===== config.mk =====
export PLATFORM = sky130hd
export DESIGN_NAME = sjs_ctrl
export DESIGN_NICKNAME = d
export VERILOG_FILES = /design/src/rtl/sjs_pkg.sv /design/src/rtl/sjs_ctrl.sv
export SDC_FILE = /design/constraint.sdc
export NUM_CORES = 1
export LEC_CHECK = 0
export ABC_AREA = 1
export ABC_CLOCK_PERIOD_IN_PS = 1500
export CAP_MARGIN = 20
export CORE_AREA = 2 2 39 41
export DETAILED_ROUTE_END_ITERATION = 7
export DIE_AREA = 0 0 41 43
export DONT_BUFFER_PORTS = 1
export GPL_TIMING_DRIVEN = 0
export HOLD_SLACK_MARGIN = 0.12
export PLACE_DENSITY_LB_ADDON = 0.25
export SYNTH_ARGS = -nofsm -noshare
export SYNTH_HDL_FRONTEND = slang
export SYNTH_SLANG_ARGS = --single-unit

===== constraint.sdc =====
create_clock -name i_clk -period 1.5 [get_ports i_clk]
set_input_delay 0.15 -clock i_clk [delete_from_list [all_inputs] [get_ports i_clk]]
set_output_delay 0.15 -clock i_clk [all_outputs]
set_load 0.05 [all_outputs]

===== src/rtl/sjs_pkg.sv =====
// ============================================================================
// sjs_pkg
// Shared types and constants for the sorted-table jump search block.
// ============================================================================
package sjs_pkg;

    localparam int CNT_W      = 11;  // entry_count register
    localparam int IDX_W      = 10;  // entry_index / position
    localparam int VAL_W      = 32;  // table entry / sought value
    localparam int PTR_W      = 12;  // search pointer, holds count - 1 + step
    localparam int ROOT_W     = 6;   // floor(sqrt(2047)) = 45
    localparam int ROOT_BIT_W = 3;

    localparam logic CMD_LOAD   = 1'b0;
    localparam logic CMD_SEARCH = 1'b1;

    typedef enum logic [2:0] {
        DP_IDLE,
        DP_LOAD,
        DP_CAPTURE,
        DP_SQRT,
        DP_START,
        DP_JUMP,
        DP_SETUP,
        DP_SCAN
    } t_dp_op;

    typedef struct packed {
        t_dp_op op;
        logic   out_load;
    } t_dp_cmd;

    typedef struct packed {
        logic cnt_zero;
        logic sqrt_last;
        logic lt;
        logic next_in;
        logic eq;
        logic at_hi;
    } t_dp_stat;

endpackage


===== src/rtl/sjs_ctrl.sv =====
// ============================================================================
// sjs_ctrl
// Sequencer for load and search words; owns the handshakes.
// ============================================================================
module sjs_ctrl (
    input  logic              i_clk,
    input  logic              i_rst_n,
    input  logic              i_in_valid,
    output logic              o_in_ready,
    input  logic              i_command,
    output logic              o_out_valid,
    input  logic              i_out_ready,
    input  sjs_pkg::t_dp_stat i_stat,
    output sjs_pkg::t_dp_cmd  o_cmd
);

    typedef enum logic [2:0] {
        S_IDLE,
        S_SQRT,
        S_START,
        S_JUMP,
        S_SETUP,
        S_SCAN,
        S_DONE
    } t_state;

    t_state r_state;
    t_state n_state;
    logic   r_out_valid;
    logic   n_out_free;

    assign n_out_free = !r_out_valid || i_out_ready;

    always_comb begin
        n_state         = r_state;
        o_cmd.op        = sjs_pkg::DP_IDLE;
        o_cmd.out_load  = 1'b0;
        unique case (r_state)
            S_IDLE: begin
                if (i_in_valid) begin
                    if (i_command == sjs_pkg::CMD_SEARCH) begin
                        o_cmd.op = sjs_pkg::DP_CAPTURE;
                        n_state  = i_stat.cnt_zero ? S_DONE : S_SQRT;
                    end else begin
                        o_cmd.op = sjs_pkg::DP_LOAD;
                    end
                end
            end
            S_SQRT: begin
                o_cmd.op = sjs_pkg::DP_SQRT;
                if (i_stat.sqrt_last) begin
                    n_state = S_START;
                end
            end
            S_START: begin
                o_cmd.op = sjs_pkg::DP_START;
                n_state  = S_JUMP;
            end
            S_JUMP: begin
                o_cmd.op = sjs_pkg::DP_JUMP;
                if (!(i_stat.lt && i_stat.next_in)) begin
                    n_state = S_SETUP;
                end
            end
            S_SETUP: begin
                o_cmd.op = sjs_pkg::DP_SETUP;
                n_state  = S_SCAN;
            end
            S_SCAN: begin
                o_cmd.op = sjs_pkg::DP_SCAN;
                if (i_stat.eq || i_stat.at_hi) begin
                    n_state = S_DONE;
                end
            end
            S_DONE: begin
                if (n_out_free) begin
                    o_cmd.out_load = 1'b1;
                    n_state        = S_IDLE;
                end
            end
            default: begin
                n_state = S_IDLE;
            end
        endcase
    end

    always_ff @(posedge i_clk) begin
        if (!i_rst_n) begin
            r_state     <= S_IDLE;
            r_out_valid <= 1'b0;
        end else begin
            r_state <= n_state;
            if (o_cmd.out_load) begin
                r_out_valid <= 1'b1;
            end else if (i_out_ready) begin
                r_out_valid <= 1'b0;
            end
        end
    end

    assign o_in_ready  = (r_state == S_IDLE);
    assign o_out_valid = r_out_valid;

endmodule


# Word-level counts from Yosys, hierarchy flattened
# Cells that the tools add are included.
# word_totals
register_bits,4
in_bits,11
out_inout_bits,6
wordCells,36
# op_classes
n_eq_ne,12
n_mux,15
n_reduce_logical,7
# ops
op,n
$mux W3,8
$pmux W3 S7,1
$pmux W3 S6,1
$ne A2 B2 Y1 const B,5
$eq A3 B3 Y1 const B,3
$eq A3 B2 Y1 const B,2
$reduce_and A6 Y1,1
$mux W1,4
$eq A3 B1 Y1 const B,1
$logic_not A3 Y1,1
$logic_or A1 B1 Y1,2
$mux W2,1
$ne A2 B1 Y1 const B,1
$reduce_bool A2 Y1,1
$logic_and A1 B1 Y1,1
$logic_not A1 Y1,1

# Longest topological paths before layout
# logic_depth
word_depth,5
mapped_depth,10
ltp_nobuf,9

# Worst setup path before layout
# OpenSTA, ideal clock, no wires.
# synth_timing
kind,reg2out
startpoint,register r_state[1]
endpoint,output port o_cmd[2] (netlist bit)
arrival_ns,2.230
required_time_ns,1.350
setup_slack_ns,-0.880
stages_incl_launch_ff,7
n_path_buf,1
cell_sequence,dfxtp_1 -> buf_6 -> inv_8 -> nand2_1 -> nor2_1 -> nand3_1 -> a31oi_1
# synth_lines
element,line_no,source
from (decl),sjs_ctrl.sv:27,t_state r_state;
from (signal assigned),sjs_ctrl.sv:92,r_state <= n_state;
to (decl),sjs_ctrl.sv:14,output sjs_pkg::t_dp_cmd o_cmd

==> flow_summary_export.csv <==
group,metric,value,unit
clock_network,cts_buffer_depth,2,
clock_network,cts-root-buf,"clkbuf_4",
timing,maxSlewHeadroom,72.57,%
timing,rsz0062_at_grt,"yes",
timing,tightest_slew,0.4121,ns
route,wl_per_cell,10.14,um
setup_path,start_kind,"flop",
route,routed-wl-met3,59,um
synthesis,async_reset_ff_share,0,%
placement,port_buffers,0,
route,dr.pass1.iters,4,
synthesis,synth_compound_area_share,6.085,%
route,routed_via_density,4.786,
floorplan,initial_core_util,34.18,%
setup_path,crit_required,1.35,ns
route,met2WireLength,522,um
min_path,min_from,"i_out_ready",
run_status,run_status,"complete, but fails checks",
route,route.detailed.drc,0,
route,met1_length,462,um
clock_network,clk_pin_slew_worst_paths,0.04,ns
floorplan,ios,17,
setup_path,cp-startpoint,"r_state[1]",
setup_path,end_kind,"primary output",
floorplan,die_w,41,um
synthesis,synth_area,473.0,um^2
run,drv.max_cap_violation_count,0,
finish,fill_cells,135,
floorplan,die_h,43,um
clock_network,cts_sinks,4,
clock_network,cts_made_buffers,3,
timing,fin_crit,1.714,ns
finish,fin_nets,102,
timing,setup_ws,-0.2138,ns
synthesis,ys_seq_elements,4,
timing,clock_skew,0.001463,ns
finish,syn2layout_area_growth,34.66,%
synthesis,synth_top_family_by_area,"simple AND/OR/NAND/NOR gates",
timing,setup_violations,3,
route,routed_wl,1.044,mm
placement,hpwl,797.4,um
synthesis,synth-edff-count,0,
route,via_count,493,
synthesis,synthFlopType,"dfxtp_1",
global_route,grt_max_degree,10,
synthesis,synth_top_area_cell,"dfxtp_1",
global_route,antenna_found_initial,0,
setup_path,critPathKind,"flop to primary output",
synthesis,synth_mux_area_share,0,%
route,top_layer,"met3",
global_route,grt_pass1_vias,448,
synthesis,synth_nets,89,
floorplan,rows,14,
synthesis,synth_xor_area_share,0,%
min_path,min_path_type,"primary input to flop",
route,ant_nets,0,
synthesis,synth_area_leaders,"dfxtp_1, nand3_1, nand2_1, nor2_1, inv_1",
timing,hold_viol_final,0,
synthesis,synth_warnings,0,
timing,maxSlewViolCount,0,
synthesis,ys_types,20,
synthesis,synth_fa_ha_area_share,5.291,%
synthesis,netlist.area_leader.share,16.93,%
synthesis,ys_seq_area_share,16.93,%
finish,drive_gt1_share,42.53,%
route,detail_route.iter0.violations,13,
finish,diodes,0,
clock_network,clk_latency,0.23,ns
finish,finish.instance_area,636.9,um^2
global_route,gr-total-overflow,0,
floorplan,die_area,1763,um^2
synthesis,synth_common_cells,"nand2_1, nor2_1, nand3_1",
synthesis,synthSimpleGateAreaFrac,52.12,%
global_route,grt_use_total,13.34,%
setup_path,cp.arrival,1.56,ns
timing,max_freq,0.5835,GHz
synthesis,syn_inst,76,
clock_network,tritoncts,"done",
run_status,violations,"setup timing",
global_route,grt_pass1_wl,1.676,mm
placement,postPlaceCellArea,540.5,um^2
placement,gp_congestion,0.8102,
synthesis,avgSynthCellArea,6.223,um^2
setup_path,critPathMaxFanout,4,
floorplan,core,1384,um^2
clock_network,htree_levels,1,
timing,fin_crit_sh,114.3,%
setup_path,r2r-start,"r_state[0]",
==> timing repair <==
item | in CTS | in global routing
setup endpoints to repair | 4 | 3
pin swaps | 5 | 3
setup buffers | 7 | 2
gates resized for setup | 5 | 2
hold buffers | 1 | 0
hold endpoints to repair | 4 | 0
==> cell usage in the layout (no fill, tap or decap), drive strengths merged <==
cell	count
clkinvlp	1
a31oi	1
ha	2
a21oi	1
a21boi	1
nor2	19
nand2	16
nand3	13
inv	12
nand3b	1
dfxtp	4
clkbuf	3
o21ai	2
buf	10
dlygate4sd3	1
==> stage by stage <==
stage | instances | setup slack (ns) | utilization, % | setup TNS (ns) | hold slack [ns]
2_1_floorplan | 76 | -0.05936 | - | -0.1020 | 0.2632
3_3_place_gp | 92 | -0.1125 | 39.06 | -0.2072 | 0.2712
3_5_place_dp | 92 | -0.1112 | 39.06 | -0.2100 | 0.2714
4_1_cts | 103 | -0.2860 | 46.29 | -0.6021 | 0.1757
5_1_grt | 103 | -0.2724 | 46.02 | -0.6044 | 0.1790
6_report | 103 | -0.2138 | 46.02 | -0.4018 | 0.1769
==> metal layers <==
metal / vias to the layer above / GRT usage, %
met5: - / 0
met4: 0 / 2.000
met3: 0 / 3.665
met2: 16 / 21.56
met1: 217 / 17.31
li1: 260 / -
==> flip-flops by register name, indices dropped and copies added (netlist names) <==
register     cells
o_out_valid      1
r_state          3
==> worst max-delay path, cell delays in order, from the launching register on <==
cell and delay [ns]:
dfxtp_4 0.36, inv_8 0.06, nand2_4 0.04, nor2_4 0.32
nand3b_1 0.18, a21oi_4 0.37
==> worst paths after layout <==
kind | to | slack (ns) | cells past startpoint
min reg2reg | r_state[2] | 0.68 | 3
max reg2reg | r_state[0] | 0.13 | 9
min | o_out_valid | 0.18 | 3
max | o_cmd[1] | -0.21 | 5
==> cell families after synthesis <==
logic type,after synthesis
AO/OA/AOI/OAI,5
flip-flops,4
AND/OR/NAND/NOR,49
buffers and inverters,16
adder cells (fa/ha/maj),2
==> cell type report <==
| class | count | area [um^2] | area share (%) |
|---|---|---|---|
| buffer | 1 | 11.26 | 1.768 |
| timing repair buffer | 10 | 77.57 | 12.18 |
| tap | 16 | 20.02 | 3.143 |
| inverter | 13 | 65.06 | 10.22 |
| multi-input combinational | 56 | 354.1 | 55.60 |
| sequential | 4 | 86.33 | 13.56 |
| clock buffer | 3 | 22.52 | 3.536 |
Power is left out: the tool's default activity adds up to more than one toggle a clock period on the data nets, which glitch-free logic cannot reach.
